<file path="src/rtl/core/vtfq_pkg.sv">
// ----------------------------------------------------------------------------
// vtfq_pkg: shared definitions for the virtual time fair queue
// Field widths, operation codes, the shared adder's operation and the
// response record used by the scheduler and its channel interfaces.
// ----------------------------------------------------------------------------
`default_nettype none

package vtfq_pkg;

  // Fixed field widths of the request and response channels.
  localparam int unsigned OP_W     = 2;
  localparam int unsigned FLOW_W   = 4;
  localparam int unsigned LEN_W    = 16;
  localparam int unsigned HANDLE_W = 16;

  // Request operations.
  localparam logic [OP_W-1:0] OP_SUBMIT = 2'd0;
  localparam logic [OP_W-1:0] OP_FINISH = 2'd1;
  localparam logic [OP_W-1:0] OP_SCHED  = 2'd2;
  localparam logic [OP_W-1:0] OP_RESET  = 2'd3;

  // Operation of the shared adder.
  typedef enum logic {
    ALU_ADD,
    ALU_SUB
  } vtfq_alu_op_e;

  // Stored packet descriptor.
  typedef struct packed {
    logic [LEN_W-1:0]    len;
    logic [HANDLE_W-1:0] handle;
  } vtfq_pkt_t;

  // One response record.
  typedef struct packed {
    logic                grant_valid;
    logic [FLOW_W-1:0]   grant_flow;
    logic [LEN_W-1:0]    grant_len;
    logic [HANDLE_W-1:0] grant_handle;
    logic                done_valid;
    logic [FLOW_W-1:0]   done_flow;
    logic                error;
  } vtfq_rsp_t;

endpackage

`default_nettype wire

</file>
<file path="src/rtl/core/vtfq_if.sv">
// ----------------------------------------------------------------------------
// vtfq_if: request and response channels of the fair queue
// Valid/ready channels; a request moves on an edge where both are high.
// ----------------------------------------------------------------------------
`default_nettype none

interface vtfq_req_if import vtfq_pkg::*; ();
  logic                valid;
  logic                ready;
  logic [OP_W-1:0]     operation;
  logic [FLOW_W-1:0]   flow_id;
  logic [LEN_W-1:0]    packet_len;
  logic [HANDLE_W-1:0] packet_handle;

  modport source (output valid, output operation, output flow_id,
                  output packet_len, output packet_handle, input ready);
  modport sink   (input valid, input operation, input flow_id,
                  input packet_len, input packet_handle, output ready);
endinterface

interface vtfq_rsp_if import vtfq_pkg::*; ();
  logic                valid;
  logic                ready;
  logic                grant_valid;
  logic [FLOW_W-1:0]   grant_flow;
  logic [LEN_W-1:0]    grant_len;
  logic [HANDLE_W-1:0] grant_handle;
  logic                done_valid;
  logic [FLOW_W-1:0]   done_flow;
  logic                error;

  modport source (output valid, output grant_valid, output grant_flow,
                  output grant_len, output grant_handle, output done_valid,
                  output done_flow, output error, input ready);
  modport sink   (input valid, input grant_valid, input grant_flow,
                  input grant_len, input grant_handle, input done_valid,
                  input done_flow, input error, output ready);
endinterface

`default_nettype wire

</file>
<file path="src/rtl/core/vtfq_alu.sv">
// ----------------------------------------------------------------------------
// vtfq_alu: shared adder of the fair queue
// One adder with carry out, used for time advance, wrap correction and the
// less-than compare of the minimum search.
// ----------------------------------------------------------------------------
`default_nettype none

module vtfq_alu import vtfq_pkg::*; #(
  parameter int unsigned W = 32
) (
  input  vtfq_alu_op_e op_i,
  input  logic [W-1:0] a_i,
  input  logic [W-1:0] b_i,
  output logic [W-1:0] res_o,
  output logic         carry_o
);

  logic [W:0]   sum;
  logic [W-1:0] b_opnd;

  // Subtraction is a plus the complement of b plus one; a carry then means a >= b.
  assign b_opnd = (op_i == ALU_SUB) ? ~b_i : b_i;
  assign sum    = {1'b0, a_i} + {1'b0, b_opnd} + {{W{1'b0}}, (op_i == ALU_SUB)};
  assign res_o   = sum[W-1:0];
  assign carry_o = sum[W];

endmodule

`default_nettype wire

</file>
<file path="src/rtl/core/virtual_time_fair_queue.sv">
// ----------------------------------------------------------------------------
// virtual_time_fair_queue: virtual time fair queueing packet scheduler
// Keeps a virtual time and one queued descriptor per flow and grants the
// queued flow with the lowest time, ties to the lowest flow index.
//
//   Channel | Direction | Handshake        | Contents
//   req_i   | in        | valid/ready      | operation, flow_id, packet_len, packet_handle
//   rsp_o   | out       | valid/ready      | grant, done and error flags with their fields
//
// Rejected requests and flow resets answer straight from the idle state; a
// finish without a wrap answers from S_FIN_ADD. A minimum search reads the
// time memory one entry a cycle through the single read port, and a wrap
// adds a correction sweep that rewrites every queued time. Reset is
// asynchronous and needs no clearing pass.
// The response register holds a result until it is taken; a new request is
// taken in the same cycle as the old response leaves.
// ----------------------------------------------------------------------------
`default_nettype none

module virtual_time_fair_queue import vtfq_pkg::*; #(
  parameter int unsigned NUM_FLOWS = 16,
  parameter int unsigned TIME_BITS = 32
) (
  input  logic        clk_i,
  input  logic        rst_ni,
  vtfq_req_if.sink    req_i,
  vtfq_rsp_if.source  rsp_o
);

  localparam int unsigned IDX_W = $clog2(NUM_FLOWS);
  localparam int unsigned CNT_W = IDX_W + 1;
  localparam logic [CNT_W-1:0] CNT_END = CNT_W'(NUM_FLOWS);

  // Sequencer states.
  localparam logic [3:0] S_IDLE       = 4'd0;
  localparam logic [3:0] S_CUR_LD     = 4'd1;
  localparam logic [3:0] S_SCAN       = 4'd2;
  localparam logic [3:0] S_SCAN_END   = 4'd3;
  localparam logic [3:0] S_SUBMIT_FIN = 4'd4;
  localparam logic [3:0] S_GRANT_LD   = 4'd5;
  localparam logic [3:0] S_FIN_ADD    = 4'd6;
  localparam logic [3:0] S_SWEEP      = 4'd7;
  localparam logic [3:0] S_WRAP_SUB   = 4'd8;
  localparam logic [3:0] S_WRAP_ADD   = 4'd9;

  // Purpose of a minimum search.
  localparam logic [1:0] K_CUR   = 2'd0;
  localparam logic [1:0] K_GRANT = 2'd1;
  localparam logic [1:0] K_WRAP  = 2'd2;

  logic [3:0]           state_q, state_d;
  logic [1:0]           kind_q, kind_d;
  logic [IDX_W-1:0]     flow_q, flow_d;
  logic [LEN_W-1:0]     len_q, len_d;
  logic [HANDLE_W-1:0]  handle_q, handle_d;
  logic                 need_time_q, need_time_d;
  logic [TIME_BITS-1:0] cur_time_q, cur_time_d;
  logic [TIME_BITS-1:0] t_q, t_d;
  logic [TIME_BITS-1:0] min_q, min_d;
  logic [IDX_W-1:0]     min_idx_q, min_idx_d;
  logic                 found_q, found_d;
  logic [CNT_W-1:0]     cnt_q, cnt_d;
  logic                 chk_vld_q, chk_vld_d;
  logic [IDX_W-1:0]     chk_idx_q, chk_idx_d;

  logic                 sending_active_q, sending_active_d;
  logic [IDX_W-1:0]     sending_id_q, sending_id_d;
  logic [LEN_W-1:0]     sending_len_q, sending_len_d;
  logic                 prev_active_q, prev_active_d;
  logic [IDX_W-1:0]     prev_id_q, prev_id_d;
  logic                 pending_q, pending_d;
  logic [NUM_FLOWS-1:0] has_time_q, has_time_d;
  logic [NUM_FLOWS-1:0] is_queued_q, is_queued_d;

  vtfq_rsp_t            res_q, res_d;
  logic                 out_valid_q, out_valid_d;

  // Time memory and descriptor memory.
  logic [TIME_BITS-1:0] vt_mem [NUM_FLOWS];
  logic                 vt_we;
  logic [IDX_W-1:0]     vt_waddr;
  logic [TIME_BITS-1:0] vt_wdata;
  logic [IDX_W-1:0]     vt_raddr;
  logic [TIME_BITS-1:0] vt_rd_q;
  vtfq_pkt_t            lh_mem [NUM_FLOWS];
  logic                 lh_we;
  vtfq_pkt_t            lh_rd_q;

  // Shared adder.
  vtfq_alu_op_e         alu_op;
  logic [TIME_BITS-1:0] alu_a, alu_b, alu_res;
  logic                 alu_carry;

  logic                 accept;
  logic                 f_ok;
  logic [IDX_W-1:0]     fidx;
  logic [IDX_W-1:0]     cnt_idx;
  logic [TIME_BITS-1:0] amount;

  vtfq_alu #(.W(TIME_BITS)) u_alu (
    .op_i    (alu_op),
    .a_i     (alu_a),
    .b_i     (alu_b),
    .res_o   (alu_res),
    .carry_o (alu_carry)
  );

  // Channel handshakes and request decode helpers.
  assign req_i.ready = (state_q == S_IDLE) && (!out_valid_q || rsp_o.ready);
  assign accept      = req_i.valid && req_i.ready;
  assign f_ok        = 32'(req_i.flow_id) < NUM_FLOWS;
  assign fidx        = IDX_W'(req_i.flow_id);
  assign cnt_idx     = cnt_q[IDX_W-1:0];
  assign amount      = TIME_BITS'(sending_len_q);

  assign rsp_o.valid        = out_valid_q;
  assign rsp_o.grant_valid  = res_q.grant_valid;
  assign rsp_o.grant_flow   = res_q.grant_flow;
  assign rsp_o.grant_len    = res_q.grant_len;
  assign rsp_o.grant_handle = res_q.grant_handle;
  assign rsp_o.done_valid   = res_q.done_valid;
  assign rsp_o.done_flow    = res_q.done_flow;
  assign rsp_o.error        = res_q.error;

  // Sequencer and datapath control.
  always_comb begin
    state_d          = state_q;
    kind_d           = kind_q;
    flow_d           = flow_q;
    len_d            = len_q;
    handle_d         = handle_q;
    need_time_d      = need_time_q;
    cur_time_d       = cur_time_q;
    t_d              = t_q;
    min_d            = min_q;
    min_idx_d        = min_idx_q;
    found_d          = found_q;
    cnt_d            = cnt_q;
    chk_vld_d        = chk_vld_q;
    chk_idx_d        = chk_idx_q;
    sending_active_d = sending_active_q;
    sending_id_d     = sending_id_q;
    sending_len_d    = sending_len_q;
    prev_active_d    = prev_active_q;
    prev_id_d        = prev_id_q;
    pending_d        = pending_q;
    has_time_d       = has_time_q;
    is_queued_d      = is_queued_q;
    res_d            = res_q;
    out_valid_d      = out_valid_q;
    vt_we            = 1'b0;
    vt_waddr         = flow_q;
    vt_wdata         = cur_time_q;
    vt_raddr         = sending_id_q;
    lh_we            = 1'b0;
    alu_op           = ALU_SUB;
    alu_a            = vt_rd_q;
    alu_b            = min_q;

    if (rsp_o.valid && rsp_o.ready) begin
      out_valid_d = 1'b0;
    end

    case (state_q)
      S_IDLE: begin
        if (accept) begin
          res_d = '0;
          case (req_i.operation)
            OP_SUBMIT: begin
              if (!f_ok || is_queued_q[fidx] || (sending_active_q && sending_id_q == fidx)) begin
                res_d.error = 1'b1;
                out_valid_d = 1'b1;
              end else begin
                flow_d      = fidx;
                len_d       = req_i.packet_len;
                handle_d    = req_i.packet_handle;
                need_time_d = !has_time_q[fidx];
                has_time_d[fidx] = 1'b1;
                if (prev_active_q && prev_id_q == fidx) begin
                  prev_active_d = 1'b0;
                end
                if (has_time_q[fidx]) begin
                  state_d = S_SUBMIT_FIN;
                end else if (sending_active_q) begin
                  // The time of the sending flow is being read this cycle.
                  state_d = S_CUR_LD;
                end else begin
                  state_d   = S_SCAN;
                  kind_d    = K_CUR;
                  cnt_d     = '0;
                  chk_vld_d = 1'b0;
                  found_d   = 1'b0;
                end
              end
            end
            OP_FINISH: begin
              if (!sending_active_q) begin
                res_d.error = 1'b1;
                out_valid_d = 1'b1;
              end else begin
                sending_active_d = 1'b0;
                prev_active_d    = 1'b1;
                prev_id_d        = sending_id_q;
                flow_d           = sending_id_q;
                pending_d        = 1'b1;
                res_d.done_valid = 1'b1;
                res_d.done_flow  = FLOW_W'(sending_id_q);
                state_d          = S_FIN_ADD;
              end
            end
            OP_SCHED: begin
              if (sending_active_q) begin
                res_d.error = 1'b1;
                out_valid_d = 1'b1;
              end else begin
                if (prev_active_q) begin
                  has_time_d[prev_id_q] = 1'b0;
                  prev_active_d = 1'b0;
                end
                pending_d = 1'b0;
                state_d   = S_SCAN;
                kind_d    = K_GRANT;
                cnt_d     = '0;
                chk_vld_d = 1'b0;
                found_d   = 1'b0;
              end
            end
            OP_RESET: begin
              if (!f_ok || (sending_active_q && sending_id_q == fidx)) begin
                res_d.error = 1'b1;
              end else begin
                has_time_d[fidx]  = 1'b0;
                is_queued_d[fidx] = 1'b0;
                if (prev_active_q && prev_id_q == fidx) begin
                  prev_active_d = 1'b0;
                end
              end
              out_valid_d = 1'b1;
            end
            default: begin
              res_d.error = 1'b1;
              out_valid_d = 1'b1;
            end
          endcase
        end
      end

      // A new flow inherits the time of the sending flow.
      S_CUR_LD: begin
        cur_time_d = vt_rd_q;
        state_d    = S_SUBMIT_FIN;
      end

      // Minimum search: one read issued and one entry compared each cycle.
      S_SCAN: begin
        vt_raddr = cnt_idx;
        if (cnt_q != CNT_END) begin
          cnt_d     = cnt_q + 1'b1;
          chk_vld_d = 1'b1;
          chk_idx_d = cnt_idx;
        end else begin
          chk_vld_d = 1'b0;
          state_d   = S_SCAN_END;
        end
        if (chk_vld_q && is_queued_q[chk_idx_q] && (!found_q || !alu_carry)) begin
          found_d   = 1'b1;
          min_d     = vt_rd_q;
          min_idx_d = chk_idx_q;
        end
      end

      S_SCAN_END: begin
        case (kind_q)
          K_CUR: begin
            cur_time_d = found_q ? min_q : '0;
            state_d    = S_SUBMIT_FIN;
          end
          K_GRANT: begin
            if (found_q) begin
              state_d = S_GRANT_LD;
            end else begin
              out_valid_d = 1'b1;
              state_d     = S_IDLE;
            end
          end
          K_WRAP: begin
            if (found_q) begin
              cnt_d     = '0;
              chk_vld_d = 1'b0;
              state_d   = S_SWEEP;
            end else begin
              // Nothing queued: the time restarts at the packet length.
              vt_we       = 1'b1;
              vt_wdata    = amount;
              out_valid_d = 1'b1;
              state_d     = S_IDLE;
            end
          end
          default: begin
            out_valid_d = 1'b1;
            state_d     = S_IDLE;
          end
        endcase
      end

      // Store the descriptor and queue the flow; with nothing sending or pending, start a grant search.
      S_SUBMIT_FIN: begin
        vt_we = need_time_q;
        lh_we = 1'b1;
        is_queued_d[flow_q] = 1'b1;
        if (!sending_active_q && !pending_q) begin
          state_d   = S_SCAN;
          kind_d    = K_GRANT;
          cnt_d     = '0;
          chk_vld_d = 1'b0;
          found_d   = 1'b0;
        end else begin
          out_valid_d = 1'b1;
          state_d     = S_IDLE;
        end
      end

      // Start sending the winner of the search.
      S_GRANT_LD: begin
        is_queued_d[min_idx_q] = 1'b0;
        sending_active_d   = 1'b1;
        sending_id_d       = min_idx_q;
        sending_len_d      = lh_rd_q.len;
        res_d.grant_valid  = 1'b1;
        res_d.grant_flow   = FLOW_W'(min_idx_q);
        res_d.grant_len    = lh_rd_q.len;
        res_d.grant_handle = lh_rd_q.handle;
        out_valid_d        = 1'b1;
        state_d            = S_IDLE;
      end

      // Advance the finished flow; a carry out means the time would wrap.
      S_FIN_ADD: begin
        alu_op = ALU_ADD;
        alu_a  = vt_rd_q;
        alu_b  = amount;
        if (!alu_carry) begin
          vt_we       = 1'b1;
          vt_wdata    = alu_res;
          out_valid_d = 1'b1;
          state_d     = S_IDLE;
        end else begin
          t_d       = vt_rd_q;
          state_d   = S_SCAN;
          kind_d    = K_WRAP;
          cnt_d     = '0;
          chk_vld_d = 1'b0;
          found_d   = 1'b0;
        end
      end

      // Subtract the lowest queued time from every queued flow.
      S_SWEEP: begin
        vt_raddr = cnt_idx;
        if (cnt_q != CNT_END) begin
          cnt_d     = cnt_q + 1'b1;
          chk_vld_d = 1'b1;
          chk_idx_d = cnt_idx;
        end else begin
          chk_vld_d = 1'b0;
          state_d   = S_WRAP_SUB;
        end
        if (chk_vld_q && is_queued_q[chk_idx_q]) begin
          vt_we    = 1'b1;
          vt_waddr = chk_idx_q;
          vt_wdata = alu_res;
        end
      end

      S_WRAP_SUB: begin
        alu_a   = t_q;
        t_d     = alu_res;
        state_d = S_WRAP_ADD;
      end

      S_WRAP_ADD: begin
        alu_op      = ALU_ADD;
        alu_a       = t_q;
        alu_b       = amount;
        vt_we       = 1'b1;
        vt_wdata    = alu_res;
        out_valid_d = 1'b1;
        state_d     = S_IDLE;
      end

      default: begin
        state_d = S_IDLE;
      end
    endcase
  end

  // Control registers.
  always_ff @(posedge clk_i or negedge rst_ni) begin
    if (!rst_ni) begin
      state_q          <= S_IDLE;
      kind_q           <= K_CUR;
      cnt_q            <= '0;
      chk_vld_q        <= 1'b0;
      found_q          <= 1'b0;
      need_time_q      <= 1'b0;
      sending_active_q <= 1'b0;
      sending_id_q     <= '0;
      sending_len_q    <= '0;
      prev_active_q    <= 1'b0;
      prev_id_q        <= '0;
      pending_q        <= 1'b0;
      has_time_q       <= '0;
      is_queued_q      <= '0;
      out_valid_q      <= 1'b0;
    end else begin
      state_q          <= state_d;
      kind_q           <= kind_d;
      cnt_q            <= cnt_d;
      chk_vld_q        <= chk_vld_d;
      found_q          <= found_d;
      need_time_q      <= need_time_d;
      sending_active_q <= sending_active_d;
      sending_id_q     <= sending_id_d;
      sending_len_q    <= sending_len_d;
      prev_active_q    <= prev_active_d;
      prev_id_q        <= prev_id_d;
      pending_q        <= pending_d;
      has_time_q       <= has_time_d;
      is_queued_q      <= is_queued_d;
      out_valid_q      <= out_valid_d;
    end
  end

  // Payload registers.
  always_ff @(posedge clk_i) begin
    flow_q     <= flow_d;
    len_q      <= len_d;
    handle_q   <= handle_d;
    cur_time_q <= cur_time_d;
    t_q        <= t_d;
    min_q      <= min_d;
    min_idx_q  <= min_idx_d;
    chk_idx_q  <= chk_idx_d;
    res_q      <= res_d;
  end

  // Time memory: one write port, one registered read port.
  always_ff @(posedge clk_i) begin
    if (vt_we) begin
      vt_mem[vt_waddr] <= vt_wdata;
    end
    vt_rd_q <= vt_mem[vt_raddr];
  end

  // Descriptor memory, read at the current search winner.
  always_ff @(posedge clk_i) begin
    if (lh_we) begin
      lh_mem[flow_q] <= '{len: len_q, handle: handle_q};
    end
    lh_rd_q <= lh_mem[min_idx_q];
  end

  // The sending flow never also holds a queued descriptor.
  assert property (@(posedge clk_i) disable iff (!rst_ni)
    sending_active_q |-> !is_queued_q[sending_id_q])
    else $error("sending flow is also queued");

  // A pending scheduling point means the output is idle.
  assert property (@(posedge clk_i) disable iff (!rst_ni)
    pending_q |-> !sending_active_q)
    else $error("scheduling point pending while sending");

  // A response is only presented once the sequencer is back at rest.
  assert property (@(posedge clk_i) disable iff (!rst_ni)
    out_valid_q |-> (state_q == S_IDLE))
    else $error("response valid while a request is in progress");

  // A grant always starts a send of the granted flow.
  assert property (@(posedge clk_i) disable iff (!rst_ni)
    (state_q == S_GRANT_LD) |=> (sending_active_q && sending_id_q == $past(min_idx_q)))
    else $error("grant did not start a send");

  // A response never carries both a grant and a completion.
  assert property (@(posedge clk_i) disable iff (!rst_ni)
    out_valid_q |-> !(res_q.grant_valid && res_q.done_valid))
    else $error("grant and completion in one response");

endmodule

`default_nettype wire
</file>
<file path="src/flat_wrapper.sv">
// flat-port wrapper written by rule: the top's interface ports become plain ports
module virtual_time_fair_queue_flat import vtfq_pkg::*;
#(
  parameter int unsigned NUM_FLOWS = 16,
  parameter int unsigned TIME_BITS = 32
)
  (clk_i, rst_ni, req_i_valid, req_i_operation, req_i_flow_id, req_i_packet_len, req_i_packet_handle, req_i_ready, rsp_o_valid, rsp_o_grant_valid, rsp_o_grant_flow, rsp_o_grant_len, rsp_o_grant_handle, rsp_o_done_valid, rsp_o_done_flow, rsp_o_error, rsp_o_ready);
  vtfq_req_if req_i_i ();
  vtfq_rsp_if rsp_o_i ();
  input  logic clk_i;
  input  logic rst_ni;
  input wire logic [$bits(req_i_i.valid)-1:0] req_i_valid;
  input wire logic [$bits(req_i_i.operation)-1:0] req_i_operation;
  input wire logic [$bits(req_i_i.flow_id)-1:0] req_i_flow_id;
  input wire logic [$bits(req_i_i.packet_len)-1:0] req_i_packet_len;
  input wire logic [$bits(req_i_i.packet_handle)-1:0] req_i_packet_handle;
  output wire logic [$bits(req_i_i.ready)-1:0] req_i_ready;
  output wire logic [$bits(rsp_o_i.valid)-1:0] rsp_o_valid;
  output wire logic [$bits(rsp_o_i.grant_valid)-1:0] rsp_o_grant_valid;
  output wire logic [$bits(rsp_o_i.grant_flow)-1:0] rsp_o_grant_flow;
  output wire logic [$bits(rsp_o_i.grant_len)-1:0] rsp_o_grant_len;
  output wire logic [$bits(rsp_o_i.grant_handle)-1:0] rsp_o_grant_handle;
  output wire logic [$bits(rsp_o_i.done_valid)-1:0] rsp_o_done_valid;
  output wire logic [$bits(rsp_o_i.done_flow)-1:0] rsp_o_done_flow;
  output wire logic [$bits(rsp_o_i.error)-1:0] rsp_o_error;
  input wire logic [$bits(rsp_o_i.ready)-1:0] rsp_o_ready;
  assign req_i_i.valid = req_i_valid;
  assign req_i_i.operation = req_i_operation;
  assign req_i_i.flow_id = req_i_flow_id;
  assign req_i_i.packet_len = req_i_packet_len;
  assign req_i_i.packet_handle = req_i_packet_handle;
  assign req_i_ready = req_i_i.ready;
  assign rsp_o_valid = rsp_o_i.valid;
  assign rsp_o_grant_valid = rsp_o_i.grant_valid;
  assign rsp_o_grant_flow = rsp_o_i.grant_flow;
  assign rsp_o_grant_len = rsp_o_i.grant_len;
  assign rsp_o_grant_handle = rsp_o_i.grant_handle;
  assign rsp_o_done_valid = rsp_o_i.done_valid;
  assign rsp_o_done_flow = rsp_o_i.done_flow;
  assign rsp_o_error = rsp_o_i.error;
  assign rsp_o_i.ready = rsp_o_ready;
  virtual_time_fair_queue #(.NUM_FLOWS(NUM_FLOWS), .TIME_BITS(TIME_BITS)) u_core (.clk_i(clk_i), .rst_ni(rst_ni), .req_i(req_i_i), .rsp_o(rsp_o_i));
endmodule
</file>
<file path="config.mk">
export PLATFORM = sky130hd
export DESIGN_NAME = virtual_time_fair_queue_flat
export DESIGN_NICKNAME = d
export VERILOG_FILES = /design/src/rtl/core/vtfq_pkg.sv /design/src/rtl/core/vtfq_if.sv /design/src/rtl/core/vtfq_alu.sv /design/src/rtl/core/virtual_time_fair_queue.sv /design/src/flat_wrapper.sv
export SDC_FILE = /design/constraint.sdc
export NUM_CORES = 2
export LEC_CHECK = 0
export ABC_AREA = 1
export ABC_CLOCK_PERIOD_IN_PS = 14500
export BUFFER_PORTS_ARGS = -buffer_cell sky130_fd_sc_hd__buf_2
export CAP_MARGIN = 10
export CELL_PAD_IN_SITES_DETAIL_PLACEMENT = 1
export CELL_PAD_IN_SITES_GLOBAL_PLACEMENT = 1
export CORE_UTILIZATION = 55
export DETAILED_ROUTE_END_ITERATION = 8
export PLACE_DENSITY = 0.87
export SYNTH_ARGS = -nofsm -noshare
export SYNTH_HDL_FRONTEND = slang
export SYNTH_SLANG_ARGS = --single-unit
</file>
<file path="constraint.sdc">
create_clock -name clk_i -period 14.5 [get_ports clk_i]
set_input_delay 1.45 -clock clk_i [delete_from_list [all_inputs] [get_ports clk_i]]
set_output_delay 1.45 -clock clk_i [all_outputs]
set_load 0.005 [all_outputs]
</file>
-- Yosys cells after proc, flatten, opt, wreduce, memory -nomap -nowiden
Memory sizes are Yosys's and may differ from the RTL's. A register that Yosys moved wholly into a read port is not among the register bits.
Index checks and enable logic that the tools add are counted.
- mux-type cells: 136
- reduce and logical (&&, ||, !) cells: 59
- magnitude comparators: 9
- add/sub/neg operators: 3
- bitwise operators: 11
- equality and inequality tests: 42
- operators by type and width (kind ; number):
    two-way mux 32 bit ; 10
    case mux 32 bit (2 select lines) ; 2
    case mux 32 bit (4 select lines) ; 1
    two-way mux 16 bit ; 7
    case mux 16 bit (3 select lines) ; 2
    case mux 37 bit (2 select lines) ; 1
    AND 16 bit ; 4
    two-way mux 5 bit ; 11
    two-way mux 1 bit ; 50
    two-way mux 4 bit ; 12
    NOT 16 bit ; 3
    two-way mux 43 bit ; 1
    adder 32 x 32 -> 33 bit ; 1
    adder 33 x 1 -> 33 bit ; 1
    NOT 32 bit ; 1
    bitwise OR 16 bit ; 2
    case mux 4 bit (8 select lines) ; 1
    less-than comparator 4 x 5 -> 1 bit, second input constant ; 5
    case mux 5 bit (5 select lines) ; 1
    case mux 4 bit (3 select lines) ; 2
    two-way mux 2 bit ; 10
    inequality test 2 bit, second input constant ; 10
    AND reduction 9 bit ; 2
    demux 1 bit (select 4 bit) ; 4
    42 further kinds ; 116
- memories: 2
- word-level logic and storage cells: 292
- bits in writable memories: 1024
- flip-flop bits (word level): 257
- output and inout port bits: 45
- bits of input ports: 42
- memories (name ; depth ; bits a word ; rd ports ; clocked after Yosys merged registers in ; wr ports ; RTL line ; text):
    u_core.lh_mem ; 16 ; 32 ; 1 ; 1 ; 1 ; virtual_time_fair_queue.sv:85 ; vtfq_pkt_t lh_mem [NUM_FLOWS];
    u_core.vt_mem ; 16 ; 32 ; 1 ; 1 ; 1 ; virtual_time_fair_queue.sv:79 ; logic [TIME_BITS-1:0] vt_mem [NUM_FLOWS];

-- Depth between registers and ports, before layout
- depth after elaboration: 12
- mapped depth: 23
- gate-level depth less buffers: 22

-- Modules after synthesis
A second synthesis with hierarchy kept.
- cells, all modules: 5198
- area, all modules: 58185.8 µm²
- by module, submodules not included (module ; sequential area each (µm²) ; instances ; cells each ; area each (µm²)):
    virtual_time_fair_queue ; 39377.8 ; 1 ; 4721 ; 55555.8
    vtfq_alu ; 0.0 ; 1 ; 477 ; 2630.0

-- Least setup slack after synthesis
Ideal clock, no wire load.
- path type: input -> register
- start: input req_i_flow_id[1]
- end: register u_core.handle_q[0], enable pin
- path slack: 8798 ps
- cell stages on the path: 7
- arrival time: 5195 ps
- setup time: 507 ps
- path buffers: 0
- required time: 13993 ps
- cells stage by stage: nand2_2 > inv_1 > a22oi_1 > nand2_1 > nand2_1 > nand3_1 > nor4_1
- cells in the longest elaborated chain, start to end: 5
- elaborated cells between the ends (all ways): 7
- those cells by class: eq/ne (1); mux (2); bitwise (1); reduce/logical (3)
- ends and longest elaborated chain (what ; RTL line ; text):
    from (decl) ; flat_wrapper.sv:14 ; input wire logic [$bits(req_i_i.flow_id)-1:0] req_i_flow_id;
    binary-select mux 1 bit (select 4 bit) / == test 4 bit (equally long branches) ; virtual_time_fair_queue.sv:170 ; if (!f_ok || is_queued_q[fidx] || (sending_active_q && sending_id_q == fidx)) begin
    two-way mux 1 bit (implied by the code) / logical AND 1 bit (equally long branches) ; virtual_time_fair_queue.sv:170 ;
    logical OR 1 bit * ; virtual_time_fair_queue.sv:170 ;
    NOT 1 bit (no source line) * ; - ;
    AND reduction 4 bit (no source line) * ; - ;
    to (signal assigned) ; virtual_time_fair_queue.sv:438 ; handle_q <= handle_d;
    to (decl) ; virtual_time_fair_queue.sv:55 ; logic [HANDLE_W-1:0] handle_q, handle_d;
Every way passes the cells marked *; elsewhere a longest branch is shown, timed or not. The select of a mux whose other input is x is not followed.
A chain may end at the register's enable or synchronous reset.

-- Worst setup path after layout
- start: register u_core.state_q[3]
- end: memory u_core.vt_mem[14][21], enable pin
- cells in the longest elaborated chain, start to end: 11
- elaborated cells between the ends (all ways): 20
- those cells by class: add/sub (2); eq/ne (6); mux (9); bitwise (1); reduce/logical (2)
- ends and longest elaborated chain (what ; RTL line ; text):
    from (decl) ; virtual_time_fair_queue.sv:51 ; logic [3:0] state_q, state_d;
    from (signal assigned) ; virtual_time_fair_queue.sv:416 ; state_q <= state_d;
    == test 4 bit / == test 4 x 3 -> 1 bit (equally long branches) ; virtual_time_fair_queue.sv:164 ; case (state_q)
    OR reduction 2 bit (no source line) ; - ;
    two-way mux 32 bit ; virtual_time_fair_queue.sv:164 ;
    NOT 32 bit ; vtfq_alu.sv:22 ; assign b_opnd = (op_i == ALU_SUB) ? ~b_i : b_i;
    two-way mux 32 bit ; vtfq_alu.sv:22 ;
    adder 32 x 32 -> 33 bit ; vtfq_alu.sv:23 ; assign sum = {1'b0, a_i} + {1'b0, b_opnd} + {{W{1'b0}}, (op_i == ALU_SUB)};
    adder 33 x 1 -> 33 bit ; vtfq_alu.sv:23 ;
    two-way mux 1 bit ; virtual_time_fair_queue.sv:342 ; if (!alu_carry) begin
    case mux 1 bit (5 select lines) ; virtual_time_fair_queue.sv:164 ;
    two-way mux 1 bit ; virtual_time_fair_queue.sv:449 ; if (vt_we) begin
    two-way mux 1 bit (implied by the code) ; virtual_time_fair_queue.sv:450 ; vt_mem[vt_waddr] <= vt_wdata;
    to (decl) ; virtual_time_fair_queue.sv:79 ;
Several ways; a longest one is shown, not always the timed one.

==> impl_metrics.toml <==
[run_status]
status = "finished, final reports clean"

[power_and_ir_drop]
power_density_nw_per_um2 = 213.6
p_sw_mw = 5.205
p_clk_frac = 0.278
power.total_mw = 13.15
switching_share = 0.3958
intPower_mw = 7.945
combPwrFrac = 0.332
ir_drop_mv = 0.3419
power_frac_seq = 0.390
power_leakage_nw = 21.06

[setup_path]
slowest_stage = "nand2_2"
required_ns = 14.93
critPathLaunchType = "register"
end_kind = "register"
rr_worst_depth = 22
max_stage_delay_ns = 0.73
cp_top_family = "simple AND/OR/NAND/NOR gates"
crit_type = "reg -> reg"
path_cells = "inv_1, nor2_1, nand2_1, nand2_2, nand2_1, nand2_1, inv_1, fa_1, nand2_1, nand2_1, nand2_1, o21ai_1, nand3_1, nand2_1, nand2_1, nand3_2, nand3_2, inv_2, o211ai_2, nand2_1, nor2_4, buf_4"
path_buf_inv = 4
worstPathArrival_ns = 7.04
crit_top_cell = "nand2_1"
crit_fanout = 48
crit_cells = 22

[route]
detail-route-antenna-nets = 0
routed_wl_um = 186500
drt-initial-drc-count = 4909
detail_route.vias_per_cell = 6.761
drc_errors = 0
via_count = 40620
wire_per_inst_um = 31.04
drt_first_pass_iters = 6

[global_routing]
grt_max_degree = 258
antenna_found_initial = 4
gr-usage-all-layers = 0.3653
grt.overflow.total = 0
grt_pass1_wl_um = 273700
grt_pass1_vias = 42770

[cts]
cts_htree_levels = 4
clkSinkCount = 1345
cts_setup_buffers = 0
clockRootBuffer = "clkbuf_16"
clock_path_buffers = 3
cts_tree = "done"
path_clk_slew_ns = 0.06
cts_buffers = 138
ctsResizeCount = 0
cts-hold-fix-buffers = 0
insertion_delay_ns = 0.79

[place]
port_buffers = 86
hpwl_um = 102200
gp_congestion = 0.9466
dp_cells = 5752

[synth]
synth_warnings = 0
synth_ff_type = "edfxtp_1"
synthesis.nets = 4636
yosysSeqAreaShare = 0.7150
postSynthRegisterBits = 1345
synth-edff-count = 1207
synthDistinctLibCells = 52
syn_area_um2 = 55080
ys_async_sr_fraction = 0.05502
avgSynthCellArea_um2 = 12.10
syn_inst = 4552

[finish]
diodes = 0
seq_area_um2 = 39380
multi_input_area_um2 = 14080
nets = 4693
fill_cells = 9591
area_growth_pct = 11.77
drive_gt1_frac = 0.09449
instances_no_fill = 6007

[run]
drv_cap = 0

[timing]
relSlewSlack = 0.1323
max_freq_mhz = 151.2
whs_ns = 0.4268
finalCritPeriodShare = 0.4562
worst_pin_slew_ns = 1.301
fin_tns_setup_ns = 0
rsz0062_at_grt = "false"
hold_viol_final = 0
slew_violations = 0
setup_viol = 0
skew_ns = 0.05123
period_needed_ns = 6.614

[floorplanning]
core_um2 = 98850
rows = 115
io_pins = 87
start_util = 0.5572
fp.dieH_um = 318.4
die-area_um2 = 101400
die_x_um = 318.4

[hold_path]
hp-class = "reg -> reg"
hold_depth = 0
-- metal layers --
metal	share of wire	global-route usage	up-vias
met2	0.48	0.5988	2803
li1	-	-	16630
met3	0.089	0.06550	866
met5	0.00012	0	-
met1	0.35	0.4345	20310
met4	0.080	0.2700	4
-- sequential cells by signal, summed over array words and instances (netlist names), 5 cells and up --
| name | count |
|---|---|
| u_core.cnt_q | 5 |
| u_core.cur_time_q | 32 |
| u_core.handle_q | 16 |
| u_core.has_time_q | 16 |
| u_core.is_queued_q | 16 |
| u_core.len_q | 16 |
| u_core.lh_mem | 512 |
| u_core.lh_rd_q | 32 |
| u_core.min_q | 32 |
| u_core.rsp_o.grant_handle | 16 |
| u_core.rsp_o.grant_len | 16 |
| u_core.sending_len_q | 16 |
| u_core.t_q | 32 |
| u_core.vt_mem | 512 |
| u_core.vt_rd_q | 32 |
-- cell usage in the layout (no fill, tap or decap), types with 39 or more instances in the layout --
cell type / netlist / routed
edfxtp_1: 1207 / 1207
clkbuf_16: 0 / 142
a21oi_1: 116 / 116
a31oi_1: 140 / 140
o21ai_0: 460 / 459
nand3_1: 218 / 217
nor2_1: 644 / 608
nand2_1: 610 / 607
buf_2: 61 / 85
dfxtp_1: 64 / 64
o211ai_1: 133 / 133
dfrtp_1: 74 / 74
buf_4: 5 / 70
nor2_4: 4 / 39
a22oi_1: 141 / 141
ha_1: 41 / 41
inv_1: 224 / 221
-- power by group through the flow --
stage	registers, mW	clock network (mW)	logic (mW)
floorplan	5.00	0	2.67
global placement	5.14	0	3.88
detailed placement	5.16	0	4.12
CTS	5.11	3.66	4.25
global route	5.13	3.77	4.63
finish	5.13	3.65	4.37
-- per-stage QoR --
| stage | cell area (um2) | worst slack (ns) | utilization |
|---|---|---|---|
| detailed placement | 56950 | 8.156 | 0.5761 |
| global placement | 56950 | 8.516 | 0.5761 |
| floorplan | 55080 | 8.798 | - |
| global route | 61560 | 7.612 | 0.6227 |
| CTS | 61530 | 8.067 | 0.6224 |
| finish | 61560 | 7.886 | 0.6227 |
-- cells in the mapped netlist (all sizes together) (6+ instances only) --
master | count | share of area
a21oi | 116 | 0.011
a22oi | 141 | 0.019
a31oi | 140 | 0.016
buf | 76 | 0.0076
clkbuf | 164 | 0.011
dfrtp | 74 | 0.034
dfxtp | 64 | 0.023
edfxtp | 1207 | 0.66
ha | 41 | 0.0093
inv | 237 | 0.016
nand2 | 616 | 0.042
nand3 | 220 | 0.020
nand4 | 14 | 0.0016
nor2 | 654 | 0.046
nor3 | 14 | 0.0014
nor4 | 6 | 0.00068
o2111ai | 13 | 0.0021
o211ai | 134 | 0.018
o21a | 8 | 0.0011
o21ai | 497 | 0.045
o21bai | 11 | 0.0015
o22ai | 10 | 0.0011
or4 | 32 | 0.0044
xnor2 | 11 | 0.0017
xor2 | 18 | 0.0029
-- worst paths after layout --
| path | from | to | slack [ns] |
|---|---|---|---|
| max in group asynchronous | rst_ni | u_core.cnt_q[0] | 12.91 |
| worst min-delay path | u_core.vt_rd_q[29] | u_core.min_q[29] | 0.43 |
| worst min register to register | u_core.vt_rd_q[29] | u_core.min_q[29] | 0.43 |
| worst max register to register | u_core.state_q[3] | u_core.vt_mem[14][21] | 7.89 |
| min in group asynchronous | rst_ni | u_core.has_time_q[8] | 0.84 |
| worst max-delay path | u_core.state_q[3] | u_core.vt_mem[14][21] | 7.89 |
-- final cells by class --
type | count | area share
clock inverters | 56 | 0.01053
repair buffers | 157 | 0.01610
flip-flops and latches | 1345 | 0.6397
inverters | 242 | 0.01490
clock buffers | 195 | 0.06388
multi-input cells | 2725 | 0.2287
well taps | 1287 | 0.02616
-- kinds of logic (layout without fill, tap and decap cells) --
group                    after synthesis  after routing  share of synthesized area
buffers and inverters                482            650                    0.03526
flip-flops                          1345           1345                     0.7150
XOR/XNOR                              29             29                   0.004612
adder cells (fa/ha/maj)               42             42                   0.009678
AND/OR/NAND/NOR                     1563           1563                     0.1169
AO/OA/AOI/OAI                       1091           1091                     0.1185
Power figures use the tool's default switching activity.
